`src/sv/mbrm_pkg.sv`:
```
// Shared types, codes and the CRC-16 step of the Modbus RTU master frame engine.
package mbrm_pkg;

	localparam logic [2:0] OP_WRITE_POWER = 3'd0;
	localparam logic [2:0] OP_READ_COILS  = 3'd1;
	localparam logic [2:0] OP_WRITE_COILS = 3'd2;
	localparam logic [2:0] OP_RX_BYTE     = 3'd3;
	localparam logic [2:0] OP_TIMEOUT     = 3'd4;

	localparam logic [1:0] CFG_INVERTER_ID     = 2'd0;
	localparam logic [1:0] CFG_RELAY_ID        = 2'd1;
	localparam logic [1:0] CFG_POWER_REGISTER  = 2'd2;
	localparam logic [1:0] CFG_INVERTER_ENABLE = 2'd3;

	localparam logic [1:0] ERR_NONE    = 2'd0;
	localparam logic [1:0] ERR_TIMEOUT = 2'd1;
	localparam logic [1:0] ERR_CRC     = 2'd2;
	localparam logic [1:0] ERR_RELAY   = 2'd3;

	localparam logic [7:0]  FC_WRITE_REG   = 8'h06;
	localparam logic [7:0]  FC_READ_COILS  = 8'h01;
	localparam logic [7:0]  FC_WRITE_COILS = 8'h0F;
	localparam logic [7:0]  COIL_COUNT     = 8'h03;
	localparam logic [7:0]  COIL_BYTES     = 8'h01;
	localparam logic [7:0]  RELAY_ALL_OFF  = 8'd11;
	localparam logic [15:0] CRC_INIT       = 16'hFFFF;
	localparam logic [15:0] CRC_POLY       = 16'hA001;

	typedef struct packed {
		logic [2:0]  opcode;
		logic [15:0] power_watts;
		logic [7:0]  relay_target;
		logic [7:0]  rx_byte;
	} cmd_t;

	typedef struct packed {
		logic       tx_valid;
		logic [7:0] tx_byte;
		logic       tx_last;
		logic       done_res;
		logic       ok;
		logic [1:0] error_code;
		logic [3:0] sticky_flags;
		logic [3:0] coil_state;
		logic [2:0] coil_bits;
	} res_t;

	// One unit of work for the transmit/report engine.
	typedef struct packed {
		logic            is_frame;
		logic            len8;
		logic [7:0][7:0] frame;
		logic            ok;
		logic [1:0]      error_code;
		logic [3:0]      sticky_flags;
		logic [3:0]      coil_state;
		logic [2:0]      coil_bits;
	} job_t;

	function automatic logic [15:0] crc_byte(input logic [15:0] crc, input logic [7:0] b);
		logic [15:0] c;
		c = crc ^ {8'h00, b};
		for (int k = 0; k < 8; k++) begin
			c = c[0] ? ((c >> 1) ^ CRC_POLY) : (c >> 1);
		end
		return c;
	endfunction

endpackage

```
`src/sv/mbrm_fifo.sv`:
```
// Small register FIFO with a combinational head, used for the job and result queues.
module mbrm_fifo #(
	parameter int WIDTH = 8,
	parameter int DEPTH = 2
) (
	input  logic             clk,
	input  logic             arst_n,
	input  logic             push,
	input  logic [WIDTH-1:0] wdata,
	output logic             full,
	input  logic             pop,
	output logic [WIDTH-1:0] rdata,
	output logic             empty
);
	localparam int AW = (DEPTH > 1) ? $clog2(DEPTH) : 1;
	localparam int CW = $clog2(DEPTH + 1);

	logic [WIDTH-1:0] mem_q [DEPTH];
	logic [AW-1:0]    wr_q, rd_q;
	logic [CW-1:0]    cnt_q;
	logic             do_push, do_pop;

	assign full    = (cnt_q == CW'(DEPTH));
	assign empty   = (cnt_q == '0);
	assign do_push = push & ~full;
	assign do_pop  = pop & ~empty;
	assign rdata   = mem_q[rd_q];

	always_ff @(posedge clk or negedge arst_n) begin
		if (!arst_n) begin
			wr_q  <= '0;
			rd_q  <= '0;
			cnt_q <= '0;
		end else begin
			if (do_push) begin
				wr_q <= (wr_q == AW'(DEPTH - 1)) ? '0 : wr_q + 1'b1;
			end
			if (do_pop) begin
				rd_q <= (rd_q == AW'(DEPTH - 1)) ? '0 : rd_q + 1'b1;
			end
			if (do_push && !do_pop) begin
				cnt_q <= cnt_q + 1'b1;
			end else if (do_pop && !do_push) begin
				cnt_q <= cnt_q - 1'b1;
			end
		end
	end

	always_ff @(posedge clk) begin
		if (do_push) begin
			mem_q[wr_q] <= wdata;
		end
	end

endmodule

```
`src/sv/mbrm_front.sv`:
```
// Front end: configuration, command classification, reply tracking and job generation.
module mbrm_front (
	input  logic              clk,
	input  logic              arst_n,
	input  logic              cfg_we,
	input  logic [1:0]        cfg_idx,
	input  logic [15:0]       cfg_data,
	input  logic              accept,
	input  mbrm_pkg::cmd_t    cmd,
	output logic              job_push,
	output mbrm_pkg::job_t    job
);
	typedef enum logic [1:0] {KIND_IDLE, KIND_POWER, KIND_READ, KIND_WRITE} kind_t;

	logic [7:0]  inverter_id_q, relay_id_q;
	logic [15:0] power_reg_q;
	logic        inv_en_q;

	kind_t       kind_q, kind_d;
	logic [15:0] crc_q, crc_d;
	logic [3:0]  cnt_q, cnt_d;
	logic [2:0]  coil_q, coil_d;
	logic [7:0]  crc_lo_q, crc_lo_d;
	logic [3:0]  sticky_q, sticky_d;
	logic [2:0]  wbits_q, wbits_d;
	logic [3:0]  wstate_q, wstate_d;

	logic        job_valid;
	logic [15:0] watts;
	logic [2:0]  bits;
	logic [3:0]  lim;
	logic        good;
	logic        restart;
	kind_t       restart_kind;

	always_comb begin
		job          = '0;
		job_valid    = 1'b0;
		kind_d       = kind_q;
		crc_d        = crc_q;
		cnt_d        = cnt_q;
		coil_d       = coil_q;
		crc_lo_d     = crc_lo_q;
		sticky_d     = sticky_q;
		wbits_d      = wbits_q;
		wstate_d     = wstate_q;
		restart      = 1'b0;
		restart_kind = KIND_IDLE;
		watts        = inv_en_q ? cmd.power_watts : 16'h0000;
		bits         = '0;
		lim          = (kind_q == KIND_READ) ? 4'd3 : 4'd6;
		good         = ({cmd.rx_byte, crc_lo_q} == crc_q);

		unique case (cmd.opcode)
			mbrm_pkg::OP_WRITE_POWER: begin
				job.is_frame = 1'b1;
				job.frame[0] = inverter_id_q;
				job.frame[1] = mbrm_pkg::FC_WRITE_REG;
				job.frame[2] = power_reg_q[15:8];
				job.frame[3] = power_reg_q[7:0];
				job.frame[4] = watts[15:8];
				job.frame[5] = watts[7:0];
				job_valid    = 1'b1;
				restart      = 1'b1;
				restart_kind = KIND_POWER;
			end
			mbrm_pkg::OP_READ_COILS: begin
				job.is_frame = 1'b1;
				job.frame[0] = relay_id_q;
				job.frame[1] = mbrm_pkg::FC_READ_COILS;
				job.frame[5] = mbrm_pkg::COIL_COUNT;
				job_valid    = 1'b1;
				restart      = 1'b1;
				restart_kind = KIND_READ;
			end
			mbrm_pkg::OP_WRITE_COILS: begin
				job_valid = 1'b1;
				if (cmd.relay_target <= 8'd7 || cmd.relay_target == mbrm_pkg::RELAY_ALL_OFF) begin
					bits         = (cmd.relay_target <= 8'd7) ? cmd.relay_target[2:0] : 3'd0;
					job.is_frame = 1'b1;
					job.len8     = 1'b1;
					job.frame[0] = relay_id_q;
					job.frame[1] = mbrm_pkg::FC_WRITE_COILS;
					job.frame[5] = mbrm_pkg::COIL_COUNT;
					job.frame[6] = mbrm_pkg::COIL_BYTES;
					job.frame[7] = {5'd0, bits};
					wbits_d      = bits;
					wstate_d     = cmd.relay_target[3:0];
					restart      = 1'b1;
					restart_kind = KIND_WRITE;
				end else begin
					// reject: report only, keep any pending transaction
					job.error_code   = mbrm_pkg::ERR_RELAY;
					job.sticky_flags = sticky_q;
				end
			end
			mbrm_pkg::OP_RX_BYTE: begin
				if (kind_q != KIND_IDLE) begin
					if (cnt_q < lim) begin
						crc_d = mbrm_pkg::crc_byte(crc_q, cmd.rx_byte);
						if (kind_q == KIND_READ && cnt_q == 4'd2) begin
							coil_d = cmd.rx_byte[2:0];
						end
						cnt_d = cnt_q + 1'b1;
					end else if (cnt_q == lim) begin
						crc_lo_d = cmd.rx_byte;
						cnt_d    = cnt_q + 1'b1;
					end else begin
						job_valid = 1'b1;
						if (kind_q == KIND_POWER) begin
							sticky_d = good ? (sticky_q & 4'b1100) : (sticky_q | 4'b0010);
						end else begin
							sticky_d = good ? (sticky_q & 4'b0011) : (sticky_q | 4'b1000);
							if (good) begin
								job.coil_bits  = (kind_q == KIND_READ) ? coil_q : wbits_q;
								job.coil_state = (kind_q == KIND_READ) ? {1'b0, coil_q} : wstate_q;
							end
						end
						job.ok           = good;
						job.error_code   = good ? mbrm_pkg::ERR_NONE : mbrm_pkg::ERR_CRC;
						job.sticky_flags = sticky_d;
						restart          = 1'b1;
					end
				end
			end
			mbrm_pkg::OP_TIMEOUT: begin
				if (kind_q != KIND_IDLE) begin
					job_valid        = 1'b1;
					sticky_d         = (kind_q == KIND_POWER) ? (sticky_q | 4'b0001)
					                                          : (sticky_q | 4'b0100);
					job.error_code   = mbrm_pkg::ERR_TIMEOUT;
					job.sticky_flags = sticky_d;
					restart          = 1'b1;
				end
			end
			default: begin
			end
		endcase

		if (restart) begin
			crc_d    = mbrm_pkg::CRC_INIT;
			cnt_d    = '0;
			coil_d   = '0;
			crc_lo_d = '0;
			kind_d   = restart_kind;
		end
	end

	assign job_push = accept & job_valid;

	always_ff @(posedge clk or negedge arst_n) begin
		if (!arst_n) begin
			inverter_id_q <= 8'd1;
			relay_id_q    <= 8'd1;
			power_reg_q   <= 16'd3000;
			inv_en_q      <= 1'b0;
			kind_q        <= KIND_IDLE;
			crc_q         <= mbrm_pkg::CRC_INIT;
			cnt_q         <= '0;
			coil_q        <= '0;
			crc_lo_q      <= '0;
			sticky_q      <= '0;
			wbits_q       <= '0;
			wstate_q      <= '0;
		end else begin
			if (cfg_we) begin
				unique case (cfg_idx)
					mbrm_pkg::CFG_INVERTER_ID:     inverter_id_q <= cfg_data[7:0];
					mbrm_pkg::CFG_RELAY_ID:        relay_id_q    <= cfg_data[7:0];
					mbrm_pkg::CFG_POWER_REGISTER:  power_reg_q   <= cfg_data;
					mbrm_pkg::CFG_INVERTER_ENABLE: inv_en_q      <= cfg_data[0];
					default: begin
					end
				endcase
			end
			if (accept) begin
				kind_q   <= kind_d;
				crc_q    <= crc_d;
				cnt_q    <= cnt_d;
				coil_q   <= coil_d;
				crc_lo_q <= crc_lo_d;
				sticky_q <= sticky_d;
				wbits_q  <= wbits_d;
				wstate_q <= wstate_d;
			end
		end
	end

endmodule

```
`src/sv/mbrm_back.sv`:
```
// Back end: serializes frame jobs byte by byte with the trailing CRC, and turns report jobs into results.
module mbrm_back (
	input  logic              clk,
	input  logic              arst_n,
	input  logic              job_empty,
	input  mbrm_pkg::job_t    job,
	output logic              job_pop,
	input  logic              res_full,
	output logic              res_push,
	output mbrm_pkg::res_t    res
);
	logic [3:0]  idx_q;
	logic [15:0] crc_q;
	logic [3:0]  len;
	logic        go;
	logic        last;
	logic [7:0]  byte_out;

	assign go   = ~job_empty & ~res_full;
	assign len  = job.len8 ? 4'd8 : 4'd6;
	assign last = (idx_q == len + 4'd1);

	always_comb begin
		if (idx_q < len) begin
			byte_out = job.frame[idx_q[2:0]];
		end else if (idx_q == len) begin
			byte_out = crc_q[7:0];
		end else begin
			byte_out = crc_q[15:8];
		end

		res = '0;
		if (job.is_frame) begin
			res.tx_valid = 1'b1;
			res.tx_byte  = byte_out;
			res.tx_last  = last;
		end else begin
			res.done_res     = 1'b1;
			res.ok           = job.ok;
			res.error_code   = job.error_code;
			res.sticky_flags = job.sticky_flags;
			res.coil_state   = job.coil_state;
			res.coil_bits    = job.coil_bits;
		end
	end

	assign res_push = go;
	assign job_pop  = go & (~job.is_frame | last);

	always_ff @(posedge clk or negedge arst_n) begin
		if (!arst_n) begin
			idx_q <= '0;
			crc_q <= mbrm_pkg::CRC_INIT;
		end else if (go && job.is_frame) begin
			if (last) begin
				idx_q <= '0;
				crc_q <= mbrm_pkg::CRC_INIT;
			end else begin
				idx_q <= idx_q + 1'b1;
				if (idx_q < len) begin
					crc_q <= mbrm_pkg::crc_byte(crc_q, byte_out);
				end
			end
		end
	end

endmodule

```
`src/sv/modbus_rtu_master_frame_engine.sv`:
```
// Top level of the Modbus RTU master frame engine: front end, job queue, transmit engine, result queue.
//
// Modbus RTU master for an inverter and a relay board. Commands (write power, read coils,
// write coils) and reply events (received byte, timeout) are pushed in as transactions on the
// command queue; results come out of the result queue, oldest first. A command frame appears
// as 8 results (power write, coil read) or 10 results (coil write), one transmit byte each,
// ending in the CRC-16 low and high bytes; a finished, failed or rejected transaction gives
// one completion result. The front end takes one transaction per cycle whenever the job queue
// has room (full reflects only that queue), checks replies with one CRC byte step per cycle
// and updates the sticky error flags at once. The transmit engine behind the job queue emits
// one result per cycle while the result queue has room, so a frame holds it until its last
// byte; that engine and the consumer's pop rate set the sustained throughput. The first
// result of a transaction is registered in the job queue and then in the result queue before
// it reaches the result ports. Configuration writes take effect on the next edge and are meant
// to happen only while no transaction is in flight. No clearing pass is needed after reset.
module modbus_rtu_master_frame_engine #(
	parameter int JOB_DEPTH = 4,
	parameter int OUT_DEPTH = 2
) (
	input  logic           clk,
	input  logic           arst_n,
	input  logic           cfg_we,
	input  logic [1:0]     cfg_idx,
	input  logic [15:0]    cfg_data,
	input  logic           push,
	output logic           full,
	input  mbrm_pkg::cmd_t cmd,
	output logic           empty,
	input  logic           pop,
	output mbrm_pkg::res_t res
);
	mbrm_pkg::job_t job_in, job_head;
	mbrm_pkg::res_t res_in;
	logic           job_push, job_full, job_empty, job_pop;
	logic           res_push, res_full;
	logic           accept;

	// Take a transaction whenever the job queue can hold whatever it produces.
	assign full   = job_full;
	assign accept = push & ~job_full;

	mbrm_front u_front (
		.clk      (clk),
		.arst_n   (arst_n),
		.cfg_we   (cfg_we),
		.cfg_idx  (cfg_idx),
		.cfg_data (cfg_data),
		.accept   (accept),
		.cmd      (cmd),
		.job_push (job_push),
		.job      (job_in)
	);

	mbrm_fifo #(
		.WIDTH ($bits(mbrm_pkg::job_t)),
		.DEPTH (JOB_DEPTH)
	) u_job_q (
		.clk    (clk),
		.arst_n (arst_n),
		.push   (job_push),
		.wdata  (job_in),
		.full   (job_full),
		.pop    (job_pop),
		.rdata  (job_head),
		.empty  (job_empty)
	);

	mbrm_back u_back (
		.clk       (clk),
		.arst_n    (arst_n),
		.job_empty (job_empty),
		.job       (job_head),
		.job_pop   (job_pop),
		.res_full  (res_full),
		.res_push  (res_push),
		.res       (res_in)
	);

	// Hold finished results here so the transmit engine can run ahead of the consumer until this queue is full.
	mbrm_fifo #(
		.WIDTH ($bits(mbrm_pkg::res_t)),
		.DEPTH (OUT_DEPTH)
	) u_res_q (
		.clk    (clk),
		.arst_n (arst_n),
		.push   (res_push),
		.wdata  (res_in),
		.full   (res_full),
		.pop    (pop),
		.rdata  (res),
		.empty  (empty)
	);

endmodule

```
`config.mk`:
```
export PLATFORM = sky130hd
export DESIGN_NAME = modbus_rtu_master_frame_engine
export DESIGN_NICKNAME = d
export VERILOG_FILES = /design/src/sv/mbrm_pkg.sv /design/src/sv/mbrm_fifo.sv /design/src/sv/mbrm_front.sv /design/src/sv/mbrm_back.sv /design/src/sv/modbus_rtu_master_frame_engine.sv
export SDC_FILE = /design/constraint.sdc
export NUM_CORES = 1
export LEC_CHECK = 0
export BUFFER_PORTS_ARGS = -buffer_cell sky130_fd_sc_hd__buf_2
export CAP_MARGIN = 20
export CORE_AREA = 4 4 184 186
export DETAILED_ROUTE_END_ITERATION = 6
export DIE_AREA = 0 0 188 190
export GPL_ROUTABILITY_DRIVEN = 0
export PLACE_DENSITY = 0.72
export SETUP_SLACK_MARGIN = 0.15
export SLEW_MARGIN = 30
export SYNTH_ARGS = -nofsm -noshare
export SYNTH_HDL_FRONTEND = slang
export SYNTH_SLANG_ARGS = --single-unit
```
`constraint.sdc`:
```
create_clock -name clk -period 7.3 [get_ports clk]
set_clock_uncertainty 0.05 [all_clocks]
set_input_delay 1.095 -clock clk [delete_from_list [all_inputs] [get_ports clk]]
set_output_delay 1.095 -clock clk [all_outputs]
set_load 0.03 [all_outputs]
```
==> results of run 1 <==
-- worst max-delay path, stage by stage (launching register included) --
cell,delay (ns)
dfrtp_2,0.92
mux2_2,0.41
o21ai_0,0.42
inv_1,0.10
ha_1,0.35
nor2b_1,0.17
o21ai_1,0.24
nand2_1,0.38
o311ai_1,0.51
xor2_1,0.34
xor2_2,0.22
xnor3_2,0.51
xnor3_1,0.34
o22a_1,0.16
-- final cells by class --
cell class | count | area, um2 | share of cell area, %
Timing Repair Buffer | 99 | 539 | 2.73
Clock buffer | 64 | 1210 | 6.10
Tap cell | 442 | 553 | 2.80
Clock inverter | 16 | 123 | 0.620
Multi-Input combinational cell | 680 | 5600 | 28.3
Inverter | 14 | 52.6 | 0.266
Sequential cell | 406 | 11700 | 59.2
-- cell usage after synthesis, types with 3 or more instances --
cell      instances  area share, %
edfxtp_1        298             51
nand2_1          90            1.9
mux2_2           81            5.2
dfrtp_1          67            9.5
nor2_1           62            1.3
o21ai_0          52            1.5
mux4_2           46            5.9
dfstp_2          41            6.1
and2_1           39            1.4
xor2_1           34            1.7
a21oi_1          33           0.94
clkbuf_1         30           0.64
xnor2_1          29            1.4
and3_1           18           0.64
mux2i_1          18            1.0
a22o_1           14           0.70
ha_1             14            1.0
inv_1            13           0.28
nand3_1          13           0.37
nor3_1           13           0.37
buf_2            12           0.34
nor2b_1          11           0.39
o22a_1            9           0.45
mux4_1            7            1.0
nor4_1            6           0.21
a22oi_1           5           0.21
a31o_2            5           0.25
nand4_1           5           0.18
nor3b_1           5           0.21
o22ai_1           5           0.18
a31oi_1           4           0.14
buf_4             4           0.17
nand2b_1          4           0.14
o21a_1            4           0.17
or2_2             4           0.14
a21o_1            3           0.13
a221oi_1          3           0.15
buf_1             3          0.064
buf_6             3           0.19
o21ai_1           3          0.085
o31ai_1           3           0.13
or4_1             3           0.13
-- how the worst min path moves through the flow --
| stage | from | endpoint | slack, ns | cells after the start |
|---|---|---|---|---|
| after global placement | u_front.sticky_q[2]$_DFFE_PN0P_ | u_front.sticky_q[2]$_DFFE_PN0P_ | 0.41 | 2 |
| after floorplan | u_front.sticky_q[2]$_DFFE_PN0P_ | u_front.sticky_q[2]$_DFFE_PN0P_ | 0.40 | 2 |
| after global routing | arst_n | u_job_q.cnt_q[2]$_DFFE_PN0P_ | 0.44 | 1 |
| after CTS | u_front.crc_q[9]$_DFFE_PN1P_ | u_front.crc_q[1]$_DFFE_PN1P_ | 0.42 | 2 |
| final | u_front.crc_q[9]$_DFFE_PN1P_ | u_front.crc_q[1]$_DFFE_PN1P_ | 0.42 | 2 |
| after detailed placement | u_front.crc_q[9]$_DFFE_PN1P_ | u_front.crc_q[1]$_DFFE_PN1P_ | 0.42 | 2 |
-- layer usage --
metal / track usage (%) / share of wire (%)
met1: 27.5 / 44
met2: 31.8 / 48
met3: 3.52 / 6.0
met4: 5.34 / 2.0
met5: 0 / 0
-- metrics by stage --
stage | setup slack (ns) | std cells | instance area, um2 | util [%]
after floorplan | 2.10 | 1153 | 17600 | -
after global placement | 2.28 | 1641 | 18400 | 57.1
after detailed placement | 2.13 | 1641 | 18500 | 57.2
after CTS | 2.11 | 1721 | 19800 | 61.3
after global routing | 1.70 | 1721 | 19800 | 61.3
final | 2.10 | 1721 | 19800 | 61.3
-- power by group --
| group | internal [uW] | switching [uW] | leakage, uW |
|---|---|---|---|
| Clock | 1180 | 858 | 0.000652 |
| Combinational | 1620 | 1980 | 0.00249 |
| Sequential | 3150 | 331 | 0.00405 |
-- state kept, by name, summed over array words and instances (netlist names), 2 cells and up --
signal and count:
u_back.crc_q 16, u_back.idx_q 4, u_front.cnt_q 4, u_front.coil_q 3, u_front.crc_lo_q 8, u_front.crc_q 16, u_front.inverter_id_q 8, u_front.kind_q 2
u_front.power_reg_q 16, u_front.relay_id_q 8, u_front.sticky_q 4, u_front.wbits_q 3, u_front.wstate_q 4, u_job_q.cnt_q 3, u_job_q.mem_q 248, u_job_q.rd_q 2
u_job_q.wr_q 2, u_res_q.cnt_q 2, u_res_q.mem_q 50
-- logic make-up after synthesis --
kind of cell	synth area share (%)
flip-flops	66.5
AO/OA/AOI/OAI	6.05
multiplexers	13.2
buffers and inverters	1.79
XOR/XNOR	3.49
AND/OR/NAND/NOR	7.84
adder cells (fa/ha/maj)	1.11
==> metrics, run 1 <==
Worst-Margin Slew 0.961 ns; fmax 0.192 GHz; H-Tree Depth 2; CTS tree done; row cnt 66; max_cap viols 0; synthesis-to-finish area growth 12.4%; Via density 5.77; Avg WL per Cell slightly above 20 um; Via Count 9,928; setup TNS 0 ns; Worst Reg-to-Reg Cells 13; final setup fails 0; drt initial violations 783; register area share after synthesis 66.5%; Final Max Tran Viols 0; Hold Path Class flop to flop; CP max FO 31; R2R setup slack 2.10 ns; status complete, no violations; Req. time, crit path 7.71 ns; floorplan die area 35,700 um2; synthesized cell area ~18,000 um2; pwr dens 461 nW/um2; post-route minimum period 5.20 ns; Leak 0.00720 uW; Tot Pwr 9120 uW; total gr overflow 0; clk sinks just over 400; post-CTS sizing 0; r2r endpoint u_back.crc_q[0]$_DFFE_PN1P_; distinct cell type count after synthesis 72; DRC errors left 0; commonest non-fill, non-tap cell in the layout edfxtp_1; critical path type flop to flop; Fin. Hold Viols 0; first-pass detailed-route iteration total 5; total wire length ~35,000 um; worst-case headroom to the max-slew limit 35.5%; RSZ-0062 raised after global routing no; CP Launch Type flop; total track usage between 15 and 20%; worst vdd ir about 0.44 mV; Final nets 1,317; fin crit share roughly 71%; layout cells sized above 1 27.5%; clock buffer depth 3; most frequent cells in the layout edfxtp_1 (298), nand2_1 (90), buf_2 (83); Arrival @ worst endpoint 5.61 ns; Num CTS Buffers between 40 and 50; Chip Width 188 um; IO Pins 85; first-pass GRT wire length 56,000 um; Fillers 2,402; largest net degree at the start of global routing 80; Net Count, Synth 1,226; number of global-route vias before repair ~10,000; Skew-Pair Late Insertion Delay 0.54 ns; Yosys reg bits 406; Post-DP HPWL 21,500 um; Synth Instances 1,153; Mapped Avg Cell Area around 15 um2; antenna violations before repair 0; n_diodes 0; DIE HEIGHT 190 um; Post-synth EDFFs 298; postcts setup bufs 0; Routed Antenna Nets 0; crit end category flop; worst r2r src u_job_q.rd_q[1]$_DFFE_PN0P_; placeable core area between 30,000 and 40,000 um2; Worst Setup SP u_job_q.rd_q[1]$_DFFE_PN0P_; CP endpoint u_back.crc_q[0]$_DFFE_PN1P_; Port Buffers 84; Async SR Flop Fraction 26.6%; worst hold slack between 0.4 and 0.5 ns; leading register cell type out of synthesis edfxtp_1; CTS Hold Bufs 0; Worst-path clk slew around 0.060 ns; clk root buf clkbuf_16; YS warnings 0; initial core utilization 54.5%
Note: power is estimated with default switching activity, not from simulation.
==> run 2, diff against run 1 <==
--- a/config.mk
+++ b/config.mk
@@ -11,7 +11,7 @@
 export DETAILED_ROUTE_END_ITERATION = 6
 export DIE_AREA = 0 0 188 190
 export GPL_ROUTABILITY_DRIVEN = 0
-export PLACE_DENSITY = 0.72
+export PLACE_DENSITY = 0.75
 export SETUP_SLACK_MARGIN = 0.15
 export SLEW_MARGIN = 30
 export SYNTH_ARGS = -nofsm -noshare
==> constraint.sdc (replaced) <==
create_clock -name clk -period 4.37 [get_ports clk]
set_clock_uncertainty 0.05 [all_clocks]
set_input_delay 0.6555 -clock clk [delete_from_list [all_inputs] [get_ports clk]]
set_output_delay 0.6555 -clock clk [all_outputs]
set_load 0.03 [all_outputs]
==> run 2 against run 1 <==
Effect of this change: non-clock buffer count increased by 6; first-iteration DRC count is 0.89% lower; critical path depth stayed put; flip-flop and latch count stayed put; wire length is 0.36% lower; total power up 68%; final area grew 0.75%; worst hold slack worse by 0.30 ns; setup slack got worse by 1.6 ns; via count up 0.76%; fmax is 34% higher; largest cell class unchanged; highest routed layer unchanged.
==> metrics, run 2 (same netlist as run 1, synthesis figures left out) <==
status complete, no violations (unchanged); CTS Hold Bufs 0 (unchanged); Top Registers u_job_q.mem_q x248, u_res_q.mem_q x50 (unchanged); synthesis-to-finish area growth 13.3% (was 12.4%); Final nets 1,321 (was 1,317); Final Max Tran Viols 0 (unchanged); CTS tree done (unchanged); layout cells sized above 1 28.2% (was 27.5%); row cnt 66 (unchanged); CP max FO 16 (was 31); clk root buf clkbuf_16 (unchanged); most frequent cells in the layout edfxtp_1 (298), nand2_1 (89), buf_2 (83) (was edfxtp_1 (298), nand2_1 (90), buf_2 (83)); crit end category flop (unchanged); postcts setup bufs 0 (unchanged); Leak 0.00725 uW (was 0.00720 uW); clk sinks 406 (unchanged); Post-DP HPWL 21,900 um (was 21,500 um); max_cap viols 0 (unchanged); worst r2r src u_job_q.rd_q[1]$_DFFE_PN0P_ (unchanged); H-Tree Depth 2 (unchanged); Port Buffers 84 (unchanged); Avg WL per Cell 20.0 um (was 20.1 um); first-pass detailed-route iteration total 6 (was 5); critical path type flop to flop (unchanged); Via Count 10,000 (was 9,928); fin crit share 88.8% (was 71.2%); R2R setup slack 0.49 ns (was 2.10 ns); commonest non-fill, non-tap cell in the layout edfxtp_1 (unchanged); clock buffer depth 3 (unchanged); crit-path most repeated cell o21ai_2; largest net degree at the start of global routing 77 (was 80); Via density 5.81 (was 5.77); crit-path cells mux2_2 -> o21ai_2 -> inv_1 -> ha_4 -> nor2b_1 -> o21ai_2 -> nand2_2 -> o31ai_1 -> xor2_1 -> xnor2_1 -> xnor3_2 -> xnor3_1 -> o22a_1 (was mux2_2 -> o21ai_0 -> inv_1 -> ha_1 -> nor2b_1 -> o21ai_1 -> nand2_1 -> o311ai_1 -> xor2_1 -> xor2_2 -> xnor3_2 -> xnor3_1 -> o22a_1); Worst-path clk slew 0.07 ns (was 0.06 ns); total wire length 34,500 um (was 34,600 um); DIE HEIGHT 190 um (unchanged); initial core utilization 54.5% (unchanged); RSZ-0062 raised after global routing no (unchanged); number of flip-flops under the largest register name 248 (unchanged); slowest stage cell, crit path o31ai_1 (was dfrtp_2); first-pass GRT wire length 56,100 um (was 56,000 um); final setup fails 0 (unchanged); Routed Antenna Nets 0 (unchanged); Skew-Pair Late Insertion Delay 0.53 ns (was 0.54 ns); Fillers 2,383 (was 2,402); setup TNS 0 ns (unchanged); IO Pins 85 (unchanged); CP Launch Type flop (unchanged); drt initial violations 776 (was 783); Req. time, crit path 4.79 ns (was 7.71 ns); Worst-Margin Slew 0.869 ns (was 0.961 ns); antenna violations before repair 0 (unchanged); post-route minimum period 3.88 ns (was 5.20 ns); Tot Pwr 15,300 uW (was 9120 uW); worst-case headroom to the max-slew limit 41.7% (was 35.5%); Chip Width 188 um (unchanged); Crit path largest cell delay 0.50 ns (was 0.92 ns); Arrival @ worst endpoint 4.29 ns (was 5.61 ns); total gr overflow 0 (unchanged); largest register by flop count u_job_q.mem_q (unchanged); pwr dens 767 nW/um2 (was 461 nW/um2); Worst Reg-to-Reg Cells 13 (unchanged); r2r endpoint u_back.crc_q[0]$_DFFE_PN1P_ (unchanged); Hold Path Class input port to asynchronous set/reset pin (was flop to flop); number of global-route vias before repair 10,300 (was 10,200); total track usage 19.6% (was 19.5%); post-CTS sizing 0 (unchanged); worst vdd ir 0.541 mV (was 0.441 mV); DRC errors left 0 (unchanged); floorplan die area 35,700 um2 (unchanged); n_diodes 0 (unchanged); Fin. Hold Viols 0 (unchanged); placeable core area 32,300 um2 (unchanged); fmax 0.258 GHz (was 0.192 GHz); Num CTS Buffers 41 (was 43)
==> run 2: cell count changes in the layout (fill, tap and decap cells not counted), sizes merged <==
cell | before | now
clkbuf | 64 | 54
clkinv | 14 | 18
inv | 15 | 14
bufinv | 1 | 4
buf | 99 | 105
==> run 2: worst max-delay path, delay by kind of cell (launching register included) <==
family	cells	cell delay, ns
buffers and inverters	1	0.11
multiplexers	1	0.34
adder cells (fa/ha/maj)	1	0.24
AO/OA/AOI/OAI	4	1.12
AND/OR/NAND/NOR	2	0.41
flip-flops	1	0.39
XOR/XNOR	4	1.14
==> run 2: metal layers <==
metal	routed length (um)	track usage, %
met5	0	0
met4	814	5.93
met3	1860	3.17
met2	16800	31.8
met1	15000	27.7
==> run 2: worst max path at each step <==
stage,start,end,slack [ns],depth (start not counted)
floorplan,u_job_q.rd_q[1]$_DFFE_PN0P_,u_back.crc_q[0]$_DFFE_PN1P_,0.29,19
global placement,u_job_q.rd_q[1]$_DFFE_PN0P_,u_back.crc_q[0]$_DFFE_PN1P_,0.69,13
detailed placement,u_job_q.rd_q[1]$_DFFE_PN0P_,u_back.crc_q[0]$_DFFE_PN1P_,0.53,13
CTS,u_job_q.rd_q[1]$_DFFE_PN0P_,u_back.crc_q[0]$_DFFE_PN1P_,0.53,13
global route,u_job_q.rd_q[1]$_DFFE_PN0P_,u_back.crc_q[14]$_DFFE_PN1P_,0.23,13
finish,u_job_q.rd_q[1]$_DFFE_PN0P_,u_back.crc_q[0]$_DFFE_PN1P_,0.49,13
==> run 2: power breakdown <==
group	switching [uW]	leakage, uW	internal, uW
clock network	1420	0.000659	2050
logic	3390	0.00254	2690
registers	483	0.00405	5250
total	5290	0.00725	9990
==> run 2: area by class of cell <==
| class | count | area [um2] | area share, % |
|---|---|---|---|
| clock buffers | 54 | 1120 | 5.60 |
| clock inverters | 22 | 229 | 1.15 |
| inverters | 14 | 52.6 | 0.264 |
| multi-input cells | 680 | 5640 | 28.3 |
| flip-flops and latches | 406 | 11700 | 58.8 |
| well taps | 442 | 553 | 2.77 |
| repair buffers | 105 | 634 | 3.18 |
==> run 2: through the flow <==
| stage | std cells | utilization, % | setup WS, ns | hold WS [ns] | instance area [um2] |
|---|---|---|---|---|---|
| 4_1_cts | 1723 | 61.7 | 0.533 | 0.150 | 19900 |
| 3_5_place_dp | 1647 | 57.6 | 0.533 | 0.406 | 18600 |
| 6_report | 1723 | 61.7 | 0.491 | 0.119 | 19900 |
| 5_1_grt | 1723 | 61.7 | 0.235 | 0.167 | 19900 |
| 3_3_place_gp | 1647 | 57.5 | 0.685 | 0.410 | 18600 |
| 2_1_floorplan | 1153 | - | 0.290 | 0.310 | 17700 |
